[config.mk]
export PLATFORM = sky130hd
export DESIGN_NAME = gaussian_line_blur_premultiplied_top
export DESIGN_NICKNAME = d
export VERILOG_FILES = /design/src/rtl/glb_pkg.sv /design/src/rtl/gaussian_line_blur_premultiplied_top.sv /design/src/rtl/glb_fifo.sv /design/src/rtl/glb_front.sv /design/src/rtl/glb_back.sv
export SDC_FILE = /design/constraint.sdc
export NUM_CORES = 2
export LEC_CHECK = 0
export ABC_AREA = 1
export ABC_CLOCK_PERIOD_IN_PS = 39500
export BUFFER_PORTS_ARGS = -buffer_cell sky130_fd_sc_hd__buf_4
export CORE_MARGIN = 2
export CORE_UTILIZATION = 55
export CTS_BUF_LIST = sky130_fd_sc_hd__clkbuf_4
export CTS_CLUSTER_SIZE = 10
export DETAILED_ROUTE_END_ITERATION = 16
export HOLD_SLACK_MARGIN = 0.02
export PLACE_DENSITY = 0.71
export SYNTH_ARGS = -nofsm -noshare
export SYNTH_HDL_FRONTEND = slang
export SYNTH_SLANG_ARGS = --single-unit
export TNS_END_PERCENT = 100
[constraint.sdc]
create_clock -name clk_i -period 39.5 [get_ports clk_i]
set_input_delay 1.975 -clock clk_i [delete_from_list [all_inputs] [get_ports clk_i]]
set_output_delay 1.975 -clock clk_i [all_outputs]
set_load 0.01 [all_outputs]
[src/rtl/glb_pkg.sv]
// ----------------------------------------------------------------------------
// glb_pkg: shared types and constants of the line blur
// Pixel layout, job descriptor and back-end sequencer states.
// ----------------------------------------------------------------------------
package glb_pkg;

  localparam int unsigned CH_W   = 8;
  localparam int unsigned PX_W   = 32;
  localparam int unsigned ACC_W  = 21;
  localparam int unsigned DIV_W  = 13;
  localparam int unsigned HALF_W = 5;
  localparam int unsigned R_W    = 7;
  localparam int unsigned NSAT_W = 6;
  localparam int unsigned NCH    = 4;

  localparam logic [1:0] CFG_HALF_WIDTH   = 2'd0;
  localparam logic [1:0] CFG_TAPS_LOW     = 2'd1;
  localparam logic [1:0] CFG_TAPS_HIGH    = 2'd2;
  localparam logic [1:0] CFG_KERNEL_TOTAL = 2'd3;

  typedef struct packed {
    logic [HALF_W-1:0] d;
    logic              last;
  } job_t;

  typedef enum logic [1:0] {
    B_IDLE,
    B_MAC,
    B_DIV,
    B_HOLD
  } back_state_e;

endpackage

[src/rtl/gaussian_line_blur_premultiplied_top.sv]
// ----------------------------------------------------------------------------
// gaussian_line_blur_premultiplied_top: premultiplied RGBA line blur
// Symmetric FIR blur of one line of pixels with premultiplied alpha.
// ----------------------------------------------------------------------------
// A pixel is accepted and then holds the input until the taps of its last
// blur job have been accumulated; each result accumulates 2H+1 taps over
// the shared tap multipliers, runs the bit-serial divider by kernel_total
// and, when the blurred alpha is neither 0 nor 255, runs it once more for
// un-premultiplying, and is then handed off to the output register.
// Results of pixel p appear when pixel p+H arrives; the line end flushes the
// remaining H results one after another.
module gaussian_line_blur_premultiplied_top import glb_pkg::*; #(
  parameter int unsigned MAX_HALF_WIDTH = 15,
  parameter int unsigned MAX_LINE       = 4096
) (
  input  logic            clk_i,
  input  logic            rst_ni,
  input  logic            cfg_we_i,
  input  logic [1:0]      cfg_idx_i,
  input  logic [63:0]     cfg_data_i,
  input  logic            in_valid_i,
  output logic            in_stall_o,
  input  logic [CH_W-1:0] in_red_i,
  input  logic [CH_W-1:0] in_green_i,
  input  logic [CH_W-1:0] in_blue_i,
  input  logic [CH_W-1:0] in_alpha_i,
  input  logic            in_line_end_i,
  output logic            out_valid_o,
  input  logic            out_stall_i,
  output logic [CH_W-1:0] out_red_o,
  output logic [CH_W-1:0] out_green_o,
  output logic [CH_W-1:0] out_blue_o,
  output logic [CH_W-1:0] out_alpha_o,
  output logic            out_line_end_o
);

  logic [3:0]       half_width_q;
  logic [63:0]      taps_low_q, taps_high_q;
  logic [DIV_W-1:0] kernel_total_q;

  always_ff @(posedge clk_i or negedge rst_ni) begin
    if (!rst_ni) begin
      half_width_q   <= '0;
      taps_low_q     <= 64'd255;
      taps_high_q    <= '0;
      kernel_total_q <= DIV_W'(255);
    end else if (cfg_we_i) begin
      unique case (cfg_idx_i)
        CFG_HALF_WIDTH:   half_width_q   <= cfg_data_i[3:0];
        CFG_TAPS_LOW:     taps_low_q     <= cfg_data_i;
        CFG_TAPS_HIGH:    taps_high_q    <= cfg_data_i;
        CFG_KERNEL_TOTAL: kernel_total_q <= cfg_data_i[DIV_W-1:0];
        default: ;
      endcase
    end
  end

  job_t                  push_job, pop_job;
  logic                  push, pop, full, empty, back_idle;
  logic signed [R_W-1:0] rd_r;
  logic [PX_W-1:0]       rd_px;
  logic [HALF_W-1:0]     h;

  glb_front #(
    .MAX_HALF_WIDTH(MAX_HALF_WIDTH),
    .MAX_LINE      (MAX_LINE)
  ) u_front (
    .clk_i, .rst_ni, .in_valid_i, .in_stall_o,
    .in_red_i, .in_green_i, .in_blue_i, .in_alpha_i, .in_line_end_i,
    .half_width_i(half_width_q),
    .push_o(push), .job_o(push_job), .full_i(full), .empty_i(empty),
    .back_idle_i(back_idle), .rd_r_i(rd_r), .rd_px_o(rd_px), .h_o(h)
  );

  glb_fifo u_fifo (
    .clk_i, .rst_ni, .push_i(push), .job_i(push_job), .full_o(full),
    .pop_i(pop), .job_o(pop_job), .empty_o(empty)
  );

  glb_back u_back (
    .clk_i, .rst_ni, .job_i(pop_job), .empty_i(empty), .pop_o(pop),
    .idle_o(back_idle), .h_i(h), .taps_low_i(taps_low_q),
    .taps_high_i(taps_high_q), .kernel_total_i(kernel_total_q),
    .rd_r_o(rd_r), .rd_px_i(rd_px), .out_valid_o, .out_stall_i,
    .out_red_o, .out_green_o, .out_blue_o, .out_alpha_o, .out_line_end_o
  );

endmodule

[src/rtl/glb_fifo.sv]
// ----------------------------------------------------------------------------
// glb_fifo: job queue
// Short queue of blur jobs between the front and the back end.
// ----------------------------------------------------------------------------
module glb_fifo import glb_pkg::*; (
  input  logic clk_i,
  input  logic rst_ni,
  input  logic push_i,
  input  job_t job_i,
  output logic full_o,
  input  logic pop_i,
  output job_t job_o,
  output logic empty_o
);

  localparam int unsigned DEPTH = 4;

  job_t       mem_q [DEPTH];
  logic [1:0] wr_q, rd_q;
  logic [2:0] cnt_q;

  assign full_o  = (cnt_q == 3'(DEPTH));
  assign empty_o = (cnt_q == 3'd0);
  assign job_o   = mem_q[rd_q];

  always_ff @(posedge clk_i) begin
    if (push_i) begin
      mem_q[wr_q] <= job_i;
    end
  end

  always_ff @(posedge clk_i or negedge rst_ni) begin
    if (!rst_ni) begin
      wr_q  <= '0;
      rd_q  <= '0;
      cnt_q <= '0;
    end else begin
      if (push_i) wr_q <= wr_q + 2'd1;
      if (pop_i)  rd_q <= rd_q + 2'd1;
      cnt_q <= cnt_q + 3'(push_i) - 3'(pop_i);
    end
  end

endmodule

[src/rtl/glb_front.sv]
// ----------------------------------------------------------------------------
// glb_front: pixel intake
// Premultiplies incoming pixels, keeps the pixel window and issues blur jobs.
// ----------------------------------------------------------------------------
module glb_front import glb_pkg::*; #(
  parameter int unsigned MAX_HALF_WIDTH = 15,
  parameter int unsigned MAX_LINE       = 4096
) (
  input  logic                 clk_i,
  input  logic                 rst_ni,
  input  logic                 in_valid_i,
  output logic                 in_stall_o,
  input  logic [CH_W-1:0]      in_red_i,
  input  logic [CH_W-1:0]      in_green_i,
  input  logic [CH_W-1:0]      in_blue_i,
  input  logic [CH_W-1:0]      in_alpha_i,
  input  logic                 in_line_end_i,
  input  logic [3:0]           half_width_i,
  output logic                 push_o,
  output job_t                 job_o,
  input  logic                 full_i,
  input  logic                 empty_i,
  input  logic                 back_idle_i,
  input  logic signed [R_W-1:0] rd_r_i,
  output logic [PX_W-1:0]      rd_px_o,
  output logic [HALF_W-1:0]    h_o
);

  localparam int unsigned WIN     = 2 * MAX_HALF_WIDTH + 1;
  localparam int unsigned WIN_W   = $clog2(WIN);
  localparam int unsigned POS_CAP = (MAX_LINE > WIN) ? MAX_LINE : WIN;
  localparam int unsigned POS_W   = $clog2(POS_CAP + 1);

  logic [PX_W-1:0]   win_q [WIN];
  logic [PX_W-1:0]   first_q;
  logic [POS_W-1:0]  pos_q;
  logic [NSAT_W-1:0] nsat_q;
  logic [HALF_W-1:0] h_q, h_cur, gd_q;
  logic              gen_q, single_q, last_q;
  logic              accept, enough;
  logic [PX_W-1:0]   px;

  function automatic logic [CH_W-1:0] premul(logic [CH_W-1:0] c, logic [CH_W-1:0] a);
    logic [15:0] prod;
    logic [16:0] t;
    prod = 16'(c) * 16'(a);
    t    = 17'(prod) + 17'(prod[15:8]) + 17'd1;
    return t[15:8];
  endfunction

  assign h_cur = ({1'b0, half_width_i} > HALF_W'(MAX_HALF_WIDTH)) ?
                 HALF_W'(MAX_HALF_WIDTH) : {1'b0, half_width_i};
  assign enough = (pos_q >= POS_W'(h_cur));
  assign px = {in_alpha_i, premul(in_blue_i, in_alpha_i),
               premul(in_green_i, in_alpha_i), premul(in_red_i, in_alpha_i)};

  assign in_stall_o = gen_q || !empty_i || !back_idle_i;
  assign accept     = in_valid_i && !in_stall_o;
  assign push_o     = gen_q && !full_i;
  assign job_o      = '{d: gd_q, last: last_q && (gd_q == '0)};
  assign h_o        = h_q;

  always_comb begin
    if (rd_r_i < 0) begin
      rd_px_o = win_q[0];
    end else if (rd_r_i[NSAT_W-1:0] > nsat_q) begin
      rd_px_o = first_q;
    end else begin
      rd_px_o = win_q[rd_r_i[WIN_W-1:0]];
    end
  end

  always_ff @(posedge clk_i) begin
    if (accept) begin
      win_q[0] <= px;
      for (int i = 1; i < WIN; i++) win_q[i] <= win_q[i-1];
      if (pos_q == '0) first_q <= px;
      nsat_q <= (pos_q > POS_W'(63)) ? NSAT_W'(63) : NSAT_W'(pos_q);
      h_q    <= h_cur;
    end
  end

  always_ff @(posedge clk_i or negedge rst_ni) begin
    if (!rst_ni) begin
      pos_q    <= '0;
      gen_q    <= 1'b0;
      gd_q     <= '0;
      single_q <= 1'b0;
      last_q   <= 1'b0;
    end else if (accept) begin
      gen_q    <= enough || in_line_end_i;
      gd_q     <= enough ? h_cur : HALF_W'(pos_q);
      single_q <= !in_line_end_i;
      last_q   <= in_line_end_i;
      if (in_line_end_i) begin
        pos_q <= '0;
      end else if (pos_q < POS_W'(POS_CAP)) begin
        pos_q <= pos_q + POS_W'(1);
      end
    end else if (push_o) begin
      if (single_q || gd_q == '0) begin
        gen_q <= 1'b0;
      end else begin
        gd_q <= gd_q - HALF_W'(1);
      end
    end
  end

endmodule

[src/rtl/glb_back.sv]
// ----------------------------------------------------------------------------
// glb_back: blur engine
// Runs one job at a time: tap accumulation, division and un-premultiply.
// ----------------------------------------------------------------------------
module glb_back import glb_pkg::*; (
  input  logic                  clk_i,
  input  logic                  rst_ni,
  input  job_t                  job_i,
  input  logic                  empty_i,
  output logic                  pop_o,
  output logic                  idle_o,
  input  logic [HALF_W-1:0]     h_i,
  input  logic [63:0]           taps_low_i,
  input  logic [63:0]           taps_high_i,
  input  logic [DIV_W-1:0]      kernel_total_i,
  output logic signed [R_W-1:0] rd_r_o,
  input  logic [PX_W-1:0]       rd_px_i,
  output logic                  out_valid_o,
  input  logic                  out_stall_i,
  output logic [CH_W-1:0]       out_red_o,
  output logic [CH_W-1:0]       out_green_o,
  output logic [CH_W-1:0]       out_blue_o,
  output logic [CH_W-1:0]       out_alpha_o,
  output logic                  out_line_end_o
);

  back_state_e state_q, state_d;

  logic [HALF_W-1:0]     d_q;
  logic                  last_q, pass_q;
  logic signed [R_W-1:0] k_q;
  logic [ACC_W-1:0]      num_q [NCH];
  logic [DIV_W-1:0]      rem_q [NCH];
  logic [DIV_W-1:0]      dvs_q;
  logic [4:0]            cnt_q;
  logic [CH_W-1:0]       v_q [NCH];
  logic                  out_valid_q, out_last_q;
  logic [CH_W-1:0]       out_q [NCH];

  logic [ACC_W-1:0]      num_n [NCH];
  logic [DIV_W-1:0]      rem_n [NCH];
  logic [CH_W-1:0]       sat [NCH];
  logic [HALF_W-1:0]     off;
  logic [CH_W-1:0]       w;
  logic                  mac_done, div_done, need_udiv, can_load;

  always_comb begin
    logic [DIV_W:0] t;
    for (int c = 0; c < NCH; c++) begin
      t = {rem_q[c], num_q[c][ACC_W-1]};
      if (t >= {1'b0, dvs_q}) begin
        rem_n[c] = DIV_W'(t - {1'b0, dvs_q});
        num_n[c] = {num_q[c][ACC_W-2:0], 1'b1};
      end else begin
        rem_n[c] = t[DIV_W-1:0];
        num_n[c] = {num_q[c][ACC_W-2:0], 1'b0};
      end
      sat[c] = (num_n[c] > ACC_W'(255)) ? 8'hFF : num_n[c][CH_W-1:0];
    end
  end

  assign off = (k_q < 0) ? HALF_W'(-k_q) : HALF_W'(k_q);
  always_comb begin
    if (off < HALF_W'(8)) begin
      w = taps_low_i[{off[2:0], 3'b000} +: 8];
    end else if (off < HALF_W'(16)) begin
      w = taps_high_i[{off[2:0], 3'b000} +: 8];
    end else begin
      w = '0;
    end
  end

  assign mac_done  = (k_q == R_W'(signed'({1'b0, h_i})));
  assign div_done  = (cnt_q == 5'(ACC_W - 1));
  assign need_udiv = !pass_q && (sat[3] != 8'h00) && (sat[3] != 8'hFF);
  assign can_load  = !out_valid_q || !out_stall_i;

  always_comb begin
    state_d = state_q;
    unique case (state_q)
      B_IDLE: if (!empty_i) state_d = B_MAC;
      B_MAC:  if (mac_done) state_d = B_DIV;
      B_DIV:  if (div_done && !need_udiv) state_d = B_HOLD;
      B_HOLD: if (can_load) state_d = B_IDLE;
      default: state_d = B_IDLE;
    endcase
  end

  always_comb begin
    pop_o  = (state_q == B_IDLE) && !empty_i;
    idle_o = (state_q != B_MAC);
    rd_r_o = R_W'(signed'({2'b00, d_q})) - k_q;
  end

  always_ff @(posedge clk_i) begin
    unique case (state_q)
      B_IDLE: begin
        d_q    <= job_i.d;
        last_q <= job_i.last;
        k_q    <= -R_W'(signed'({1'b0, h_i}));
        for (int c = 0; c < NCH; c++) num_q[c] <= '0;
      end
      B_MAC: begin
        for (int c = 0; c < NCH; c++) begin
          num_q[c] <= num_q[c] + ACC_W'(16'(w) * 16'(rd_px_i[c*CH_W +: CH_W]));
          rem_q[c] <= '0;
        end
        k_q    <= k_q + R_W'(1);
        dvs_q  <= (kernel_total_i == '0) ? DIV_W'(1) : kernel_total_i;
        cnt_q  <= '0;
        pass_q <= 1'b0;
      end
      B_DIV: begin
        if (div_done && need_udiv) begin
          for (int c = 0; c < NCH; c++) begin
            v_q[c]   <= sat[c];
            num_q[c] <= ACC_W'(16'(sat[c]) * 16'd255);
            rem_q[c] <= '0;
          end
          dvs_q  <= DIV_W'(sat[3]);
          cnt_q  <= '0;
          pass_q <= 1'b1;
        end else begin
          cnt_q <= cnt_q + 5'd1;
          for (int c = 0; c < NCH; c++) begin
            num_q[c] <= num_n[c];
            rem_q[c] <= rem_n[c];
          end
          if (div_done) begin
            if (!pass_q) begin
              for (int c = 0; c < NCH; c++) v_q[c] <= sat[c];
            end else begin
              for (int c = 0; c < NCH - 1; c++) v_q[c] <= sat[c];
            end
          end
        end
      end
      B_HOLD: begin
        if (can_load) begin
          for (int c = 0; c < NCH; c++) out_q[c] <= v_q[c];
          out_last_q <= last_q;
        end
      end
      default: ;
    endcase
  end

  always_ff @(posedge clk_i or negedge rst_ni) begin
    if (!rst_ni) begin
      state_q     <= B_IDLE;
      out_valid_q <= 1'b0;
    end else begin
      state_q <= state_d;
      if (state_q == B_HOLD && can_load) begin
        out_valid_q <= 1'b1;
      end else if (!out_stall_i) begin
        out_valid_q <= 1'b0;
      end
    end
  end

  assign out_valid_o    = out_valid_q;
  assign out_red_o      = out_q[0];
  assign out_green_o    = out_q[1];
  assign out_blue_o     = out_q[2];
  assign out_alpha_o    = out_q[3];
  assign out_line_end_o = out_last_q;

endmodule

======== Word level (Yosys, flattened, before mapping) ========
Memory sizes are Yosys's and may differ from the RTL's. A register that Yosys moved wholly into a read port is not among the register bits.
Index checks and enable logic that the tools add are counted.
storage, ports and cells
  flip-flop bits (word level) ............. 245
  RAM bits ................................ 1,216
  bits of input ports ..................... 104
  output and inout bits ................... 35
  word-level logic and storage cells ...... 268
  memories ................................ 6
memories
  name           words  bits a word  rd ports  clocked after memory_dff  wr ports  RTL line         RTL
  u_front.win_q  31     32           31        0                         31        glb_front.sv:34  logic [PX_W-1:0] win_q [WIN];
  u_back.num_q   4      21           4         0                         4         glb_back.sv:32   logic [ACC_W-1:0] num_q [NCH];
  u_back.rem_q   4      13           4         0                         4         glb_back.sv:33   logic [DIV_W-1:0] rem_q [NCH];
  u_back.out_q   4      8            4         0                         4         glb_back.sv:38   logic [CH_W-1:0] out_q [NCH];
  u_back.v_q     4      8            4         0                         4         glb_back.sv:36   logic [CH_W-1:0] v_q [NCH];
  u_fifo.mem_q   4      6            1         1                         1         glb_fifo.sv:18   job_t mem_q [DEPTH];
operators by class
  add/subtract/negate cells ............... 25
  multiply operators ...................... 11
  $lt $le $gt $ge ......................... 16
  equal/unequal tests ..................... 18
  shift-type cells ........................ 2
  multiplexer cells ....................... 95
  bitwise operators ....................... 27
  reductions and logical operators ........ 46
operator list
  cell                   count
  $mux 21                12
  $mux 13                16
  $shiftx 64x7->8        2
  $mul 8x8->16           7
  $mux 8                 13
  $add 21x16->21         4
  $gt 21x8->1 const B    4
  $mul 8x8->16 const B   4
  $mux 32                2
  $ge 14x13->1           4
  $sub 13x13->13         4
  $add 16x1->16 const B  3
  $add 16x8->16          3
  $mux 1                 37
  $mux 5                 6
  $or 1x1->1             27
  $logic_not 13->1       2
  $pmux 13 s2            1
  $reduce_and 2->1       10
  $lt 7x1->1 const B     2
  $ne 2x1->1 const B     7
  $pmux 7 s2             1
  $add 13x1->13 const B  1
  $ge 13x4->1            1
  34 further kinds       67

======== Depth between registers and ports, before layout ========
An unclocked memory read counts as a cell.
  depth in word-level cells ............... 14
  mapped depth ............................ 42
  gate-level depth less buffers ........... 41

======== Hierarchy ========
A second synthesis with hierarchy kept.
unflattened totals
  cells, all modules ...................... 9,711
  area, all modules ....................... 91,444.0 um2
modules (own cells, without submodules)
  module                                instances  cells each  area an instance (um2)  seq. area each (um2)
  glb_front                             1          4,646       50,933.8                31,575.3
  glb_back                              1          4,277       32,811.5                6,941.7
  gaussian_line_blur_premultiplied_top  1          649         6,282.3                 3,648.5
  glb_fifo                              1          139         1,416.4                 895.9

======== Worst setup path before layout ========
OpenSTA, ideal clock, no wires.
  path type ............................... input to register
  start point ............................. in in_valid_i
  end point ............................... reg u_front.gd_q[0]
  library setup time ...................... 329 ps
  data arrival time ....................... 28,554 ps
  data required time ...................... 39,171 ps
  setup slack ............................. 10,617 ps
  stages on the path ...................... 4
  path buffers ............................ 0
  cells stage by stage .................... nand2_1 -> clkinv_1 -> nor2_1 -> o21ai_0
between the ends
  longest elaborated chain between the ends .. 3
  elaborated cells on any way between the ends .. 5
  those cells by class .................... 1 x eq/ne; 1 x mux; 3 x reduce/logical
RTL lines
  what                                                              RTL line                                    RTL
  start, declared                                                   gaussian_line_blur_premultiplied_top.sv:21  input logic in_valid_i,
  $logic_and 1x1->1 *                                               glb_front.sv:58                             assign accept = in_valid_i && !in_stall_o;
  via u_front.accept                                                glb_front.sv:40                             logic accept, enough;
  $ne 2x1->1 (no source line) or $reduce_bool 2->1 (tied branches)  --
  $reduce_and 2->1 (no source line)                                 --
  end signal, assigned                                              glb_front.sv:92                             gd_q <= enough ? h_cur : HALF_W'(pos_q);
  end signal, assigned                                              glb_front.sv:104                            gd_q <= gd_q - HALF_W'(1);
  end, declared                                                     glb_front.sv:38                             logic [HALF_W-1:0] h_q, h_cur, gd_q;
Mark *: on every way through the listed nets, which the timed path passes. The rest lies on a longest branch.
A chain may end at the register's enable or synchronous reset.

==> results by group <==
GRT
  • GRT Total Usage: 26.7%
  • Largest net degree at the start of global routing: 177
  • Gr ovfl total: 0
  • Initial antenna violation count: 9
  • Vias in the first global route: 66700
  • First-pass GRT wire length: 351000 µm

Clock tree
  • Post-CTS setup buffer count: 0
  • CTS buffer count: 394
  • Skew-Pair Late Insertion Delay: 1360 ps
  • CTS clk-pin slew, worst paths: around 70 ps
  • Clock Tree Buf Depth: 4
  • Post_cts resized: 0
  • Hold-fix buffers, CTS: 0
  • Root Driver: clkbuf_4
  • H-tree level count: 5
  • CTS sink count: 1467
  • TritonCTS clock tree: yes

Placement
  • RePlAce Congestion: 0.910
  • I/O Buffers: 138
  • Post-DP HPWL: roughly 150000 µm
  • Placed Area: between 90000 and 100000 µm²

Yosys
  • Post-synth top area cell: edfxtp_1
  • #FFs+latches synth: approximately 1500
  • Synth unique cells: 57
  • Asr flop ratio synth: between 10% and 20%
  • Post-synth EDFFs: 1278
  • Syn_area_per_cell: 9.45 µm²
  • Synth Area in XOR/XNOR: between 1 and 1.5%
  • Yosys top cell area share: 43.1%
  • Compound-cell area share of the yosys netlist: 6.57%
  • Seq/Total Area, Yosys: 48.4%
  • Ys flop type: edfxtp_1
  • Most common cell in the netlist: nand2_1
  • Post-synthesis adder-cell area fraction: 17.3%
  • Mux contribution to synthesized area: 0.0225%
  • Largest family of logic cells by synthesized area: simple AND/OR/NAND/NOR gates
  • Mapped cell area: 89000 µm²
  • Simple-Gate Fraction of Synth Area: approximately a fifth
  • Mapped Cells: 9419
  • Warnings from Yosys: 0
  • Most instantiated cells after synthesis: 2284 x nand2_1, 1278 x edfxtp_1, 1278 x inv_1, 1077 x nand3_1, 585 x nor2_1
  • Syn_nets: around 10000
  • Top post-synthesis cells by area: edfxtp_1 43%, fa_1 9.9%, nand2_1 9.6%

Route
  • Remaining antenna violation count: 0
  • Final wirelength: 218000 µm
  • Wirelength per Cell: 18.1 µm
  • Initial DRC count: 6541
  • DR pass1 iterations: 6
  • Vias: 67300
  • Vias per cell: 5.58
  • Residual DRC: 0

Critical path
  • Worst r2r path cells: 38
  • Buf/Inv on CP: 11
  • Crit Path Category: flip-flop to flip-flop
  • Reg2reg start: u_back.k_q[0]
  • CP top delay family: adder cells
  • Crit path from: u_back.k_q[0]
  • Worst EP arrival: 11150 ps
  • Cell mode on critical path: inv_1
  • Max FO, Critical Path: 70
  • Reg2reg end: u_back.num_q[0][20]
  • Slowest Stage Delay on Critical Path: 890 ps
  • Worst path slowest cell: xor2_4
  • Crit. End Element: flip-flop
  • R2R Setup Slk: 29330 ps
  • Critical path launch point type: flip-flop
  • Required @ worst endpoint: ~40000 ps

STA
  • Max_slew headroom: 21.7%
  • Final hold vios: 0
  • Fmax: 98.3 MHz
  • Post-route minimum period: 10170 ps
  • Hold WS: ~340 ps
  • Max-slew violations: 0
  • Slew @ Worst Pin: 1170 ps
  • Clock skew: 144 ps
  • Final setup viols: 0
  • Setup TNS Final: 0 ps
  • Period utilization: 25.8%
  • RSZ-0062 raised after global routing: no

Run status
  • Outcome: finished, final reports clean

Layout
  • Final core utilization: 60.1%
  • Final nets: 10700
  • Finished Cell Area: roughly 96000 µm²
  • Synth-to-layout area growth: 8.39%
  • Share of cells above drive strength 1: 8.87%

Die
  • Chip Height: 406 µm
  • Starting density of the core: a little under three fifths
  • Row Count: 147
  • IO Pins: between 100 and 150
  • Die area: 165000 µm²
  • Width of the chip: 406 µm
  • Core box area: between 150000 and 200000 µm²

Flow run
  • Max-cap violation count: 0

Min path
  • Hold path start: u_front.win_q[20][4]
  • Sink of the worst hold path: u_front.win_q[21][4]
  • Depth of the worst hold-timing path: 0
  • Worst Hold Class: flip-flop to flip-flop
cells by family (layout without fill, tap and decap cells):
kind of cell             after synthesis  count (layout)
multiplexers                           2               2
adder cells (fa/ha/maj)              966             966
flip-flops                          1467            1467
other                                  0               9
AND/OR/NAND/NOR                     4122            4122
XOR/XNOR                             104             104
buffers and inverters               1669            2140
AO/OA/AOI/OAI                       1089            1089
cells in the final DEF, fill, tap and decap left out, types with 17 or more instances in the layout:
cell type | synthesis | routed
inv_2 | 13 | 18
o21ai_0 | 504 | 504
nand3_1 | 1077 | 1075
clkinv_1 | 6 | 59
xor2_1 | 53 | 53
inv_1 | 1278 | 1273
ha_1 | 528 | 526
xnor2_1 | 47 | 47
nor3_1 | 45 | 44
nand4_1 | 60 | 60
fa_1 | 438 | 437
edfxtp_1 | 1278 | 1278
or2_2 | 23 | 23
a21oi_1 | 420 | 419
a31oi_1 | 20 | 20
nor2_1 | 585 | 585
nand2_1 | 2284 | 2283
dfrtp_1 | 160 | 160
a21o_1 | 17 | 17
clkbuf_4 | 0 | 576
buf_4 | 17 | 191
cell type report:
class / count / area, µm²
diodes: 9 / 22.5
multi-input cells: 6283 / 39500
fillers: 13700 / 64100
well taps: 2160 / 2700
repair buffers: 197 / 1550
clock inverters: 70 / 380
flip-flops and latches: 1467 / 43100
inverters: 1297 / 4890
clock buffers: 576 / 4320
per-stage QoR:
step           setup WS (ps)  instances
2_1_floorplan          10620       9419
3_3_place_gp           29680      11400
3_5_place_dp           29510      11400
4_1_cts                29390      12100
5_1_grt                28540      12100
6_report               29330      12100
flip-flops by register name, indices dropped and copies added, names as in the netlist, 3 cells and up:
register         flops
u_front.win_q      992
u_back.num_q        84
taps_high_q         64
taps_low_q          64
u_back.rem_q        52
u_back.out_q        32
u_back.v_q          32
u_front.first_q     32
u_fifo.mem_q        24
kernel_total_q      13
u_back.dvs_q        13
u_front.pos_q       13
u_back.k_q           7
u_front.nsat_q       6
u_back.cnt_q         5
u_back.d_q           5
u_front.gd_q         5
half_width_q         4
u_front.h_o          4
u_fifo.cnt_q         3
layer usage:
layer | GRT usage, % | routed length [µm] | up-vias
met5 | 0 | 27 | -
met3 | 4.06 | 13900 | 411
met2 | 44.1 | 105000 | 2436
met4 | 9.43 | 6080 | 4
li1 | - | - | 31900
met1 | 35.8 | 93100 | 32600
how the worst max path moves through the flow:
stage,cells past startpoint,to,slack (ps)
2_1_floorplan,4,u_front.gd_q[0],10620
3_3_place_gp,38,u_back.num_q[0][18],29680
3_5_place_dp,38,u_back.num_q[0][20],29510
4_1_cts,38,u_back.num_q[0][20],29390
5_1_grt,38,u_back.num_q[0][20],28540
6_report,38,u_back.num_q[0][20],29330
Power is left out: the tool's default activity adds up to more than one toggle a clock period on the data nets, which glitch-free logic cannot reach.
